<file path="src/hdl/bmpu_pkg.sv">
// ---------------------------------------------------------------------------
// bmpu_pkg
// Shared types and constants of the banked memory paging unit.
// ---------------------------------------------------------------------------
`default_nettype none

package bmpu_pkg;

   localparam int BYTE_BITS       = 8;
   localparam int BANK_BITS       = 7;
   localparam int BANK_BYTES      = 16384;
   localparam int OFFSET_BITS     = $clog2(BANK_BYTES);
   localparam int CPU_ADDR_BITS   = 16;
   localparam int NUM_PORTS       = 4;
   localparam int PORT_BITS       = $clog2(NUM_PORTS);
   localparam int REGION_BITS     = 21;
   localparam int CHIP_BITS       = 20;
   localparam int FUNC_BITS       = 2;
   localparam int PORT_IDX_BITS   = 8;
   localparam int COUNT_BITS      = 8;
   localparam int RAM_SEL_BIT     = 7;
   localparam int CSR_IDX_BITS    = 1;
   localparam int DIV_STEPS       = BANK_BITS;
   localparam int STEP_BITS       = $clog2(DIV_STEPS + 1);

   localparam int REQ_FIELD_BITS  = FUNC_BITS + PORT_IDX_BITS + BYTE_BITS + CPU_ADDR_BITS;
   localparam int REQ_DATA_BITS   = ((REQ_FIELD_BITS + 7) / 8) * 8;
   localparam int RSP_FIELD_BITS  = BYTE_BITS + 1 + REGION_BITS + 1 + CHIP_BITS;
   localparam int RSP_DATA_BITS   = ((RSP_FIELD_BITS + 7) / 8) * 8;

   localparam logic [COUNT_BITS-1:0] COUNT_RESET = COUNT_BITS'(128);

   typedef enum logic [FUNC_BITS-1:0] {
      FUNC_WRITE     = 2'd0,
      FUNC_READ      = 2'd1,
      FUNC_TRANSLATE = 2'd2,
      FUNC_NONE      = 2'd3
   } func_type;

   typedef enum logic [CSR_IDX_BITS-1:0] {
      CSR_RAM_COUNT   = 1'b0,
      CSR_FLASH_COUNT = 1'b1
   } csr_idx_type;

   typedef enum logic [1:0] {
      ST_IDLE,
      ST_DIVIDE,
      ST_COMMIT
   } ctrl_state_type;

   typedef struct packed {
      logic load;
      logic div_step;
      logic div_commit;
   } dp_cmd_type;

   typedef struct packed {
      logic item_write;
   } dp_status_type;

endpackage

`default_nettype wire

</file>
<file path="src/hdl/bmpu_ctrl.sv">
// ---------------------------------------------------------------------------
// bmpu_ctrl
// Sequencer: accepts words, runs the bank reduction, owns the result valid.
// ---------------------------------------------------------------------------
`default_nettype none

module bmpu_ctrl (
   input  wire                     clock,
   input  wire                     reset,
   input  wire                     req_tvalid,
   output logic                    req_tready,
   output logic                    rsp_tvalid,
   input  wire                     rsp_tready,
   input  bmpu_pkg::dp_status_type status,
   output bmpu_pkg::dp_cmd_type    cmd
);
   import bmpu_pkg::*;

   ctrl_state_type       state_ff, state_in;
   logic [STEP_BITS-1:0] step_ff, step_in;
   logic                 valid_ff, valid_in;
   logic                 accept;

   assign req_tready = (state_ff == ST_IDLE) && (!valid_ff || rsp_tready);
   assign accept     = req_tvalid && req_tready;
   assign rsp_tvalid = valid_ff;

   always_comb begin
      state_in = state_ff;
      step_in  = step_ff;
      case (state_ff)
         ST_IDLE: begin
            step_in = '0;
            if (accept && status.item_write) begin
               state_in = ST_DIVIDE;
            end
         end
         ST_DIVIDE: begin
            step_in = step_ff + STEP_BITS'(1);
            if (step_ff == STEP_BITS'(DIV_STEPS - 1)) begin
               state_in = ST_COMMIT;
            end
         end
         ST_COMMIT: begin
            state_in = ST_IDLE;
         end
         default: begin
            state_in = ST_IDLE;
         end
      endcase
   end

   always_comb begin
      cmd.load       = accept;
      cmd.div_step   = (state_ff == ST_DIVIDE);
      cmd.div_commit = (state_ff == ST_COMMIT);
   end

   always_comb begin
      if (accept) begin
         valid_in = 1'b1;
      end else if (rsp_tready) begin
         valid_in = 1'b0;
      end else begin
         valid_in = valid_ff;
      end
   end

   always_ff @(posedge clock) begin
      if (reset) begin
         state_ff <= ST_IDLE;
         step_ff  <= '0;
         valid_ff <= 1'b0;
      end else begin
         state_ff <= state_in;
         step_ff  <= step_in;
         valid_ff <= valid_in;
      end
   end

endmodule

`default_nettype wire

</file>
<file path="src/hdl/bmpu_dp.sv">
// ---------------------------------------------------------------------------
// bmpu_dp
// Paging registers, bank counts, bit-serial bank reduction, result register.
// ---------------------------------------------------------------------------
`default_nettype none

module bmpu_dp (
   input  wire                                          clock,
   input  wire                                          reset,
   input  wire                                          csr_we,
   input  wire  [bmpu_pkg::CSR_IDX_BITS-1:0]            csr_index,
   input  wire  [bmpu_pkg::COUNT_BITS-1:0]              csr_wdata,
   input  wire  [bmpu_pkg::REQ_DATA_BITS-1:0]           req_tdata,
   output logic [bmpu_pkg::RSP_DATA_BITS-1:0]           rsp_tdata,
   input  bmpu_pkg::dp_cmd_type                         cmd,
   output bmpu_pkg::dp_status_type                      status
);
   import bmpu_pkg::*;

   // request fields
   func_type                   func;
   logic [PORT_IDX_BITS-1:0]   port_index;
   logic [BYTE_BITS-1:0]       port_value;
   logic [CPU_ADDR_BITS-1:0]   cpu_address;

   assign func        = func_type'(req_tdata[FUNC_BITS-1:0]);
   assign port_index  = req_tdata[FUNC_BITS +: PORT_IDX_BITS];
   assign port_value  = req_tdata[FUNC_BITS+PORT_IDX_BITS +: BYTE_BITS];
   assign cpu_address = req_tdata[FUNC_BITS+PORT_IDX_BITS+BYTE_BITS +: CPU_ADDR_BITS];

   assign status.item_write = (func == FUNC_WRITE);

   logic [COUNT_BITS-1:0]  ram_count_ff;
   logic [COUNT_BITS-1:0]  flash_count_ff;
   logic [BYTE_BITS-1:0]   page_bytes_ff [NUM_PORTS];
   logic [BANK_BITS-1:0]   page_banks_ff [NUM_PORTS];

   logic [BANK_BITS-1:0]   div_num_ff, div_num_in;
   logic [COUNT_BITS-1:0]  div_rem_ff, div_rem_in;
   logic [COUNT_BITS-1:0]  div_den_ff;
   logic [PORT_BITS-1:0]   div_port_ff;
   logic [COUNT_BITS-1:0]  rem_shift;

   logic [PORT_BITS-1:0]   port;
   logic [PORT_BITS-1:0]   rd_idx;
   logic [BYTE_BITS-1:0]   sel_byte;
   logic [BANK_BITS-1:0]   sel_bank;
   logic [REGION_BITS-1:0] region;

   logic [BYTE_BITS-1:0]   read_data_in;
   logic                   is_ram_in;
   logic [REGION_BITS-1:0] region_offset_in;
   logic                   flash_chip_in;
   logic [CHIP_BITS-1:0]   chip_offset_in;
   logic [RSP_DATA_BITS-1:0] rsp_data_ff;

   assign port   = port_index[PORT_BITS-1:0];
   assign rd_idx = (func == FUNC_READ) ? port
                 : cpu_address[OFFSET_BITS +: PORT_BITS];
   assign sel_byte = page_bytes_ff[rd_idx];
   assign sel_bank = page_banks_ff[rd_idx];
   assign region   = {sel_bank, cpu_address[OFFSET_BITS-1:0]};

   always_comb begin
      read_data_in     = '0;
      is_ram_in        = 1'b0;
      region_offset_in = '0;
      flash_chip_in    = 1'b0;
      chip_offset_in   = '0;
      case (func)
         FUNC_READ: begin
            read_data_in = sel_byte;
         end
         FUNC_TRANSLATE: begin
            is_ram_in        = sel_byte[RAM_SEL_BIT];
            region_offset_in = region;
            if (!sel_byte[RAM_SEL_BIT]) begin
               flash_chip_in  = region[REGION_BITS-1];
               chip_offset_in = region[CHIP_BITS-1:0];
            end
         end
         default: begin
         end
      endcase
   end

   // restoring remainder, one quotient bit per step
   assign rem_shift = {div_rem_ff[COUNT_BITS-2:0], div_num_ff[BANK_BITS-1]};

   always_comb begin
      div_num_in = {div_num_ff[BANK_BITS-2:0], 1'b0};
      if (rem_shift >= div_den_ff) begin
         div_rem_in = rem_shift - div_den_ff;
      end else begin
         div_rem_in = rem_shift;
      end
   end

   always_ff @(posedge clock) begin
      if (reset) begin
         ram_count_ff   <= COUNT_RESET;
         flash_count_ff <= COUNT_RESET;
      end else if (csr_we) begin
         case (csr_idx_type'(csr_index))
            CSR_RAM_COUNT:   ram_count_ff   <= csr_wdata;
            CSR_FLASH_COUNT: flash_count_ff <= csr_wdata;
            default: begin
            end
         endcase
      end
   end

   always_ff @(posedge clock) begin
      if (reset) begin
         for (int i = 0; i < NUM_PORTS; i++) begin
            page_bytes_ff[i] <= '0;
            page_banks_ff[i] <= '0;
         end
      end else begin
         if (cmd.load && (func == FUNC_WRITE)) begin
            page_bytes_ff[port] <= port_value;
         end
         if (cmd.div_commit) begin
            page_banks_ff[div_port_ff] <= (div_den_ff == '0) ? '0
                                         : div_rem_ff[BANK_BITS-1:0];
         end
      end
   end

   always_ff @(posedge clock) begin
      if (cmd.load) begin
         div_num_ff  <= port_value[BANK_BITS-1:0];
         div_rem_ff  <= '0;
         div_port_ff <= port;
         div_den_ff  <= port_value[RAM_SEL_BIT] ? ram_count_ff : flash_count_ff;
         rsp_data_ff <= RSP_DATA_BITS'({chip_offset_in, flash_chip_in, region_offset_in,
                                        is_ram_in, read_data_in});
      end else if (cmd.div_step) begin
         div_num_ff <= div_num_in;
         div_rem_ff <= div_rem_in;
      end
   end

   assign rsp_tdata = rsp_data_ff;

endmodule

`default_nettype wire

</file>
<file path="src/hdl/banked_memory_paging_unit.sv">
// ---------------------------------------------------------------------------
// banked_memory_paging_unit
// Four 16K-window paging registers with RAM/flash bank translation.
// ---------------------------------------------------------------------------
// Request words on req_* carry a function: write a paging port, read it back,
// or translate a CPU address to region, region offset and flash chip/offset.
// Every request yields exactly one response word on rsp_*, registered, in the
// cycle after acceptance. Reads and translates are accepted every cycle while
// the response register is free or being emptied; req_tready follows
// rsp_tready combinationally while that register is full.
// A port write reduces its bank number modulo the selected region's bank
// count in a bit-serial remainder unit: after the accepting cycle the sequencer
// runs its divide steps and then a commit, during which req_tready is low;
// reads and translates leave the sequencer idle.
// Bank counts are written through csr_* (index 0 RAM, 1 flash); the user must
// write them only while idle, which the block does not enforce. Reset clears
// all paging ports to zero and both counts to 128. When the receiver stalls,
// the response is held and req_tready drops until the word is taken.
// ---------------------------------------------------------------------------
`default_nettype none

module banked_memory_paging_unit (
   input  wire                                 clock,
   input  wire                                 reset,
   input  wire                                 csr_we,
   input  wire  [bmpu_pkg::CSR_IDX_BITS-1:0]   csr_index,
   input  wire  [bmpu_pkg::COUNT_BITS-1:0]     csr_wdata,
   input  wire                                 req_tvalid,
   output logic                                req_tready,
   // func[1:0], port_index[9:2], port_value[17:10], cpu_address[33:18]
   input  wire  [bmpu_pkg::REQ_DATA_BITS-1:0]  req_tdata,
   output logic                                rsp_tvalid,
   input  wire                                 rsp_tready,
   // read_data[7:0], is_ram[8], region_offset[29:9], flash_chip[30],
   // chip_offset[50:31]
   output logic [bmpu_pkg::RSP_DATA_BITS-1:0]  rsp_tdata
);
   import bmpu_pkg::*;

   dp_cmd_type    cmd;
   dp_status_type status;

   bmpu_ctrl u_ctrl (
      .clock      (clock),
      .reset      (reset),
      .req_tvalid (req_tvalid),
      .req_tready (req_tready),
      .rsp_tvalid (rsp_tvalid),
      .rsp_tready (rsp_tready),
      .status     (status),
      .cmd        (cmd)
   );

   bmpu_dp u_dp (
      .clock     (clock),
      .reset     (reset),
      .csr_we    (csr_we),
      .csr_index (csr_index),
      .csr_wdata (csr_wdata),
      .req_tdata (req_tdata),
      .rsp_tdata (rsp_tdata),
      .cmd       (cmd),
      .status    (status)
   );

endmodule

`default_nettype wire
</file>
<file path="config.mk">
export PLATFORM = sky130hd
export DESIGN_NAME = banked_memory_paging_unit
export DESIGN_NICKNAME = d
export VERILOG_FILES = /design/src/hdl/bmpu_pkg.sv /design/src/hdl/bmpu_ctrl.sv /design/src/hdl/bmpu_dp.sv /design/src/hdl/banked_memory_paging_unit.sv
export SDC_FILE = /design/constraint.sdc
export NUM_CORES = 1
export LEC_CHECK = 0
export ABC_AREA = 1
export BUFFER_PORTS_ARGS = -buffer_cell sky130_fd_sc_hd__buf_2
export CORE_ASPECT_RATIO = 1.25
export CORE_MARGIN = 10
export CORE_UTILIZATION = 50
export CTS_BUF_LIST = sky130_fd_sc_hd__clkbuf_4 sky130_fd_sc_hd__clkbuf_8
export DETAILED_ROUTE_END_ITERATION = 10
export GPL_ROUTABILITY_DRIVEN = 0
export PLACE_DENSITY = 0.75
export SLEW_MARGIN = 20
export SYNTH_ARGS = -nofsm -noshare
export SYNTH_HDL_FRONTEND = slang
export SYNTH_SLANG_ARGS = --single-unit
</file>
<file path="constraint.sdc">
create_clock -name clock -period 6.4 [get_ports clock]
set_input_delay 1.28 -clock clock [delete_from_list [all_inputs] [get_ports clock]]
set_output_delay 1.28 -clock clock [all_outputs]
set_load 0.05 [all_outputs]
</file>
# Yosys cells after proc, flatten, opt, wreduce, memory -nomap -nowiden

Memories as Yosys holds them, arrays and structs flattened.
Cells that the tools add are included.

Register bits after elaboration: 97
RAM bits: 60
Bits of input ports: 54
Output and inout port bits: 58
Word-level logic and storage cells: 69
Memories kept: 2

Memory list:

| memory             | words | width | read ports | clocked after Yosys merged registers in | write ports | line          | RTL |
|---|---|---|---|---|---|---|---|
| u_dp.page_bytes_ff | 4     | 8     | 1          | 0                                       | 4           | bmpu_dp.sv:35 | `logic [BYTE_BITS-1:0] page_bytes_ff [NUM_PORTS];` |
| u_dp.page_banks_ff | 4     | 7     | 1          | 0                                       | 4           | bmpu_dp.sv:36 | `logic [BANK_BITS-1:0] page_banks_ff [NUM_PORTS];` |

Add/subtract/negate cells: 2
Order comparisons: 1
Eq/ne operators: 7
Muxes and demuxes: 26
Bitwise operators: 2
Reductions and logical operators: 17

Operator list:

| cell                  | number |
|---|---|
| $mux W7               | 5 |
| $mux W8               | 2 |
| $mux W1               | 12 |
| $mux W2               | 5 |
| $ge A8 B8 Y1          | 1 |
| $logic_not A8 Y1      | 1 |
| $reduce_or A8 Y1      | 1 |
| $reduce_or A7 Y1      | 1 |
| $sub A7 B7 Y7         | 1 |
| $pmux W3 S2           | 1 |
| $reduce_and A2 Y1     | 3 |
| $reduce_bool A2 Y1    | 3 |
| $eq A2 B1 Y1 const B  | 2 |
| $eq A2 B2 Y1 const B  | 2 |
| $logic_not A2 Y1      | 2 |
| $pmux W2 S2           | 1 |
| $add A3 B1 Y3 const B | 1 |
| $eq A3 B3 Y1 const B  | 1 |
| $logic_and A1 B1 Y1   | 3 |
| $ne A2 B1 Y1 const B  | 1 |
| $ne A2 B2 Y1 const B  | 1 |
| $not A1 Y1            | 2 |
| $reduce_or A2 Y1      | 1 |
| $logic_not A1 Y1      | 1 |
| $logic_or A1 B1 Y1    | 1 |

# Longest topological paths before layout

Gate-level depths: netlist of run 1.

Depth in word-level cells: 10
Depth in mapped cells: 14
Gate-level depth less buffers: 14

# By module

A second synthesis of run 1 with hierarchy kept.

Cell total of the unflattened synthesis: 742
Area total of the unflattened synthesis: 7005.5 um2

Modules (own cells, without submodules):

| module    | instances | cells an instance | area each (um2) | seq. area each (um2) |
|---|---|---|---|---|
| bmpu_dp   | 1         | 703               | 6701.4          | 4304.1 |
| bmpu_ctrl | 1         | 39                | 304.0           | 120.1 |

# Least setup slack after synthesis of run 1

Ideal clock, no wire load.

Path type: input to output
Start: in rsp_tready
End: out req_tready
Arrival: 2.448 ns
Data required time: 5.120 ns
Slack: 2.672 ns
Stages on the path: 2
Path buffers: 0
Cells stage by stage: inv_1 > a21boi_0

Longest elaborated chain between the ends: 2

RTL lines:

| item                | line                            | RTL |
|---|---|---|
| from (decl)         | banked_memory_paging_unit.sv:33 | `input wire rsp_tready,` |
| $logic_or A1 B1 Y1  | bmpu_ctrl.sv:24                 | `assign req_tready = (state_ff == ST_IDLE) && (!valid_ff \|\| rsp_tready);` |
| $logic_and A1 B1 Y1 | bmpu_ctrl.sv:24                 |  |
| to (decl)           | banked_memory_paging_unit.sv:29 | `output logic req_tready,` |

No other way between the ends.

==> results of run 1 <==
-- cells by family (layout without fill, tap and decap cells) --
logic type               after synthesis  in the layout  synth area share
adder cells (fa/ha/maj)               11             11           0.02049
XOR/XNOR                               3              3          0.003710
buffers and inverters                131            231           0.08285
AO/OA/AOI/OAI                         50             50           0.03886
AND/OR/NAND/NOR                      388            388            0.2289
other                                  1              5         0.0005294
flip-flops                           157            157            0.6246
-- per-layer routing --
metal	wire length, um	track usage	share of wire
met1	5538	0.1665	0.40
met2	6797	0.2429	0.49
met3	1367	0.05882	0.098
met4	246	0.05595	0.018
met5	0	0	0
-- state kept, by name (all words and copies together), names as in the netlist --
name and count:
u_dp.page_bytes_ff 32, u_dp.ram_count_ff 8, u_dp.flash_count_ff 8, u_ctrl.state_ff 2, u_ctrl.step_ff 3, u_dp.div_rem_ff 7
u_dp.div_den_ff 8, u_dp.div_num_ff 7, u_ctrl.rsp_tvalid 1, u_dp.rsp_tdata 51, u_dp.div_port_ff 2, u_dp.page_banks_ff 28
-- critical path: stages --
cell,delay [ps]
buf_2,120
inv_1,630
nand3_1,460
nor2_1,310
nand2_1,250
nand2_1,300
-- synth_stat cells --
| master | instances |
|---|---|
| xor2_1 | 2 |
| conb_1 | 1 |
| o21ai_2 | 2 |
| o21ai_4 | 1 |
| buf_6 | 8 |
| buf_4 | 5 |
| nor3_1 | 4 |
| o21ai_1 | 1 |
| buf_8 | 1 |
| a21boi_0 | 1 |
| nand3_1 | 41 |
| a21oi_1 | 16 |
| nand3_4 | 1 |
| ha_1 | 10 |
| nor2_1 | 118 |
| nand3b_1 | 1 |
| buf_2 | 4 |
| nor3_2 | 1 |
| xnor2_1 | 1 |
| clkbuf_1 | 9 |
| a21oi_2 | 1 |
| nand4_1 | 2 |
| nor2_4 | 1 |
| inv_2 | 8 |
| nor2_2 | 18 |
| nand2_4 | 2 |
| edfxtp_1 | 128 |
| inv_1 | 95 |
| dfxtp_1 | 29 |
| fa_1 | 1 |
| clkinv_1 | 1 |
| nand2_1 | 194 |
| nor4_1 | 1 |
| o21ai_0 | 28 |
| nand2_2 | 4 |
-- area by class of cell --
cell class | count | share of cell area
clock buffer | 19 | 0.03108
timing repair buffer | 95 | 0.05966
inverter | 104 | 0.04873
tap | 175 | 0.02733
sequential | 157 | 0.5522
clock inverter | 13 | 0.01859
multi-input combinational | 457 | 0.2624
-- worst paths after layout --
check	startpoint	end	slack, ps	cells after the start
setup / recovery	reset	u_dp.page_banks_ff[0][0]	3160	6
hold / removal	u_dp.flash_count_ff[5]	u_dp.flash_count_ff[5]	460	2
setup reg to reg	u_ctrl.state_ff[1]	u_dp.page_bytes_ff[0][5]	4030	7
hold reg to reg	u_dp.flash_count_ff[5]	u_dp.flash_count_ff[5]	460	2
-- report_power, final --
| group | switching [mW] | leakage [nW] | internal, mW |
|---|---|---|---|
| clock | 0.349 | 0.197 | 0.388 |
| sequential | 0.0206 | 1.53 | 1.17 |
| combinational | 0.248 | 1.87 | 0.0772 |
-- stage by stage --
step,instances,setup WS [ps],hold WS (ps)
after CTS,1020,3142,459.9
after detailed placement,988,2657,448.0
final,1020,3159,455.9
after global routing,1020,2942,472.6
after global placement,988,2705,439.6
after floorplan,745,2672,424.6
==> key figures, run 1 <==
Run status
  • Outcome: completed

Worst setup path
  • CP Class: in2reg
  • CP startpoint kind: input pin
  • CP Data Required Time: approximately 6500 ps
  • CP arrival: roughly 3400 ps
  • Worst Setup End Kind: flop
  • Critical-path maximum fanout: 30

Yosys
  • Area contributors post-synth: edfxtp_1 (54%), nand2_1 (10%), dfxtp_1 (8.2%)
  • Unique cell type count in the Yosys netlist: 35
  • Synth Cell Area: slightly above 7000 um^2
  • Seq cells post-synth: between 150 and 200
  • YS warnings: 0
  • Cell count after synthesis: 741
  • Post-synthesis sequential area ratio: 0.6246
  • Synth area leader: edfxtp_1
  • Syn avg cell area: about 9.6 um^2
  • Top cell type's share of synthesized area: 0.5427

Final layout
  • Fillcell total: 1,180
  • Commonest non-fill, non-tap cells in the layout: nand2_1 (194), edfxtp_1 (128), nor2_1 (118)
  • Utilization after layout: 0.5775
  • Share of layout cells above drive strength 1: 0.1953
  • Finished Cell Area: approximately 8000 um^2
  • Multi-input combinational cell area: 2102 um^2
  • Commonest non-fill, non-tap cell in the layout: nand2_1
  • Seq. cell area: around 4400 um^2
  • Antenna Diode Count: 0
  • Nets: ~900
  • Area growth syn-to-layout: 13.11%

Power
  • Power per Cell Area: around 280 nW/um^2
  • Peak supply drop: around 120 uV
  • Pleak: roughly 3.6 nW
  • Power, Total: roughly 2.3 mW

CTS
  • CTS tree: built
  • Post-CTS Resized: 0
  • Clock Path Buffers: 2
  • Reg clk slew, reported paths: about 80 ps
  • Clock Latency Late Sink: ~450 ps
  • Post-CTS Hold Fix Bufs: 0
  • Htree depth: 4
  • Clock Tree Root: clkbuf_8
  • Num CTS Buffers: 17
  • Setup bufs post-CTS: 0
  • CTS Sinks: approximately 160

STA
  • Final Max Slew Viols: 0
  • RSZ-0062 raised after global routing: false
  • Slew Limit Headroom: 0.4224
  • Hold Vio Cnt, Final: 0
  • Final period utilization: 0.5063
  • Min Clock Period, post-route: between 3000 and 4000 ps
  • Fin Setup TNS: 0 ps
  • Worst Tran Pin Value: 865.5 ps
  • Final setup violation count: 0
  • Fmax: about 0.3 GHz
  • Clock Skew: slightly below 9 ps

Floorplan
  • Die W: ~130 um
  • Initial core utilization: 0.5106
  • Top Ports: roughly 110
  • Die Ht: between 150 and 200 um
  • Core area: 13,870 um^2
  • Cell Rows: 48
  • Area of the die: 19,360 um^2

Place
  • PortBufs: 94
  • Detail Placement HPWL: just over 10 mm
  • Cell Area, Placed: ~7600 um^2

GRT
  • Initial antenna violation count: 0
  • First-pass GRT wire length: 23.54 mm
  • Total congestion overflow: 0
  • Pin count of the biggest net entering global routing: 62
  • Tot GR Track Use: 0.1471
  • Vias in the first global route: between 4,000 and 5,000

Hold path
  • Min-delay worst type: reg2reg

Drt
  • Via-to-Cell Ratio: 4.853
  • DRT iter0 DRCs: 351
  • Wire length per cell: around 14 um
  • Final ANT Viol Nets: 0
  • Final wirelength: 13.95 mm
  • DR pass1 iterations: 5
  • Routed via count: slightly below 5,000
  • DRC: 0

Flow run
  • Max_cap viols: 0
No activity file was read; power rests on OpenSTA's default activity.
==> run 2: changes to the inputs <==
- PLACE_DENSITY: 0.75 -> 0.78
- clock period: 6.4 -> 2.8 ns (I/O delays scaled with it)
==> run 2 against run 1 <==
Compared with the run above: non-clock buffer count up 7; critical endpoint is now u_dp.rsp_tdata[46]; cell count up 0.69%; largest power group unchanged; wire length down 2.2%; worst setup slack worse by 2500 ps; via count down 0.10%; sequential share of layout area down 0.38 points; utilization up 0.40 points; clock skew up 3.4 ps; global-route usage down 0.28 points.
==> key figures, run 2 (synthesis results as in run 1) <==
Power
  • Internal: roughly 3.8 mW
  • Peak supply drop: approximately 340 uV
  • Psw: between 1 and 1.5 mW
  • Clock share of power: 0.329
  • Gate power share: 0.145
  • Pleak: about 3.6 nW
  • Power, Total: ~5.2 mW
  • Sw Share: 0.2724
  • Sequential power share: 0.527
  • Power per Cell Area: 641.0 nW/um^2

Final layout
  • Nets: approximately 900
  • Commonest non-fill, non-tap cell in the layout: nand2_1
  • Max reg flops: 51
  • Commonest non-fill, non-tap cells in the layout: nand2_1 (194), edfxtp_1 (128), nor2_1 (118)
  • Antenna Diode Count: 0
  • Share of layout cells above drive strength 1: 0.2031
  • Area growth syn-to-layout: 13.88%

Drt
  • Final ANT Viol Nets: 0
  • DR pass1 iterations: 5
  • DRC: 0
  • Final wirelength: 13.64 mm
  • Routed via count: between 4,000 and 5,000
  • Via-to-Cell Ratio: between 4 and 5
  • DRT iter0 DRCs: between 300 and 400
  • Wire length per cell: ~13 um

GRT
  • Most Crowded Layer GR: met2
  • Total congestion overflow: 0
  • Initial antenna violation count: 1
  • Routing usage on met1: 0.1739
  • Pin count of the biggest net entering global routing: 62
  • Tot GR Track Use: 0.1443
  • First-pass GRT wire length: around 23 mm
  • Vias in the first global route: 4,881
  • Global routing met3 resource utilization: 0.05571
  • GR met2 Demand/Resource: 0.2278

Floorplan
  • Die Ht: about 150 um
  • Core area: about 14,000 um^2
  • Die W: between 100 and 150 um
  • Initial core utilization: 0.5106
  • Area of the die: a little under 20,000 um^2
  • Cell Rows: 48
  • Top Ports: around 110

Place
  • Detail Placement HPWL: 10.07 mm
  • Place WS: between 100 and 150 ps
  • PortBufs: between 90 and 100

STA
  • Final Max Slew Viols: 0
  • Clock Skew: ~12 ps
  • RSZ-0062 raised after global routing: false
  • Worst setup margin: roughly 650 ps
  • Fmax: 0.4655 GHz
  • Slew Limit Headroom: 0.2994
  • Fin Setup TNS: 0 ps
  • Min Hold Slack: ~310 ps
  • Min Clock Period, post-route: about 2100 ps
  • Final period utilization: 0.7672
  • Worst Tran Pin Value: roughly 1000 ps
  • Final setup violation count: 0
  • Hold Vio Cnt, Final: 0

Worst setup path
  • CP Class: in2reg
  • CP startpoint kind: input pin
  • CP arrival: approximately 2300 ps
  • RR Startpoint: u_ctrl.state_ff[1]
  • CP Data Required Time: about 3000 ps
  • Worst Reg-to-Reg Cells: 7
  • Internal reg-to-reg setup slack: a little over 700 ps
  • Worst Setup End Kind: flop
  • Reg2reg end: u_dp.page_bytes_ff[0][2]
  • Critical-path maximum fanout: 21

Flow run
  • Max_cap viols: 0

CTS
  • Num CTS Buffers: 17
  • Setup bufs post-CTS: 0
  • Reg clk slew, reported paths: about 80 ps
  • Post-CTS Hold Fix Bufs: 0
  • CTS tree: built
  • Htree depth: 4
  • Clock Path Buffers: 2
  • Post-CTS Resized: 0
  • Clock Tree Root: clkbuf_8
  • CTS Sinks: approximately 160
  • Clock Latency Late Sink: approximately 460 ps

Hold path
  • WHS Path Cells: 3
  • Hold Path End: u_dp.flash_count_ff[7]
  • Worst hold start: csr_wdata[7]
  • Min-delay worst type: in2reg

Run status
  • Outcome: completed
run 2: cell types whose count changed in the layout (fill, tap and decap cells not counted), sizes merged:
cell	previous run	this run
clkinvlp	3	2
buf	95	102
clkbuf	19	20
run 2: area by class of cell:
class                           instances  area [um^2]
Sequential cell                       157         4424
Clock inverter                         12        146.4
Fill cell                            1173         5807
Multi-Input combinational cell        457         2087
Clock buffer                           20        256.5
Tap cell                              175        219.0
Inverter                              104        390.4
Timing Repair Buffer                  102        543.0
run 2: metal layers:
layer  up-vias  part of all wire
met5         -           0.00051
met3        21             0.089
met1      2217              0.42
met2       158              0.47
li1       2547                 -
met4         2             0.017
run 2: how the worst max path moves through the flow:
| stage | startpoint | end | slack [ps] | depth (start not counted) |
|---|---|---|---|---|
| 3_3_place_gp | req_tdata[1] | u_dp.rsp_tdata[43] | 220 | 9 |
| 2_1_floorplan | rsp_tready | u_dp.div_den_ff[0] | 180 | 5 |
| 5_1_grt | req_tdata[1] | u_dp.rsp_tdata[44] | 470 | 9 |
| 3_5_place_dp | req_tdata[1] | u_dp.rsp_tdata[46] | 140 | 9 |
| 6_report | req_tdata[1] | u_dp.rsp_tdata[46] | 650 | 9 |
| 4_1_cts | req_tdata[1] | u_dp.rsp_tdata[46] | 630 | 9 |
run 2: worst max-delay path: stages:
cell     delay, ps
buf_2          120
inv_2           70
nand2_4        130
o21ai_4        440
inv_2          240
nand3_1        140
nand2_1         90
nand2_2        440
nor2_1          80
run 2: metrics by stage:
| step | instance area, um^2 | instances | util |
|---|---|---|---|
| 3_3_place_gp | 7664 | 995 | 0.5524 |
| 6_report | 8066 | 1027 | 0.5814 |
| 4_1_cts | 8066 | 1027 | 0.5814 |
| 5_1_grt | 8066 | 1027 | 0.5814 |
| 2_1_floorplan | 7098 | 745 | - |
| 3_5_place_dp | 7664 | 995 | 0.5524 |
run 2: power by group through the flow:
| stage | clock network, mW | registers, mW | logic, mW |
|---|---|---|---|
| finish | 1.70 | 2.72 | 0.747 |
| detailed placement | 0 | 2.78 | 0.751 |
| global route | 1.84 | 2.74 | 0.832 |
| CTS | 1.73 | 2.72 | 0.754 |
| floorplan | 0 | 2.97 | 0.385 |
| global placement | 0 | 2.77 | 0.734 |
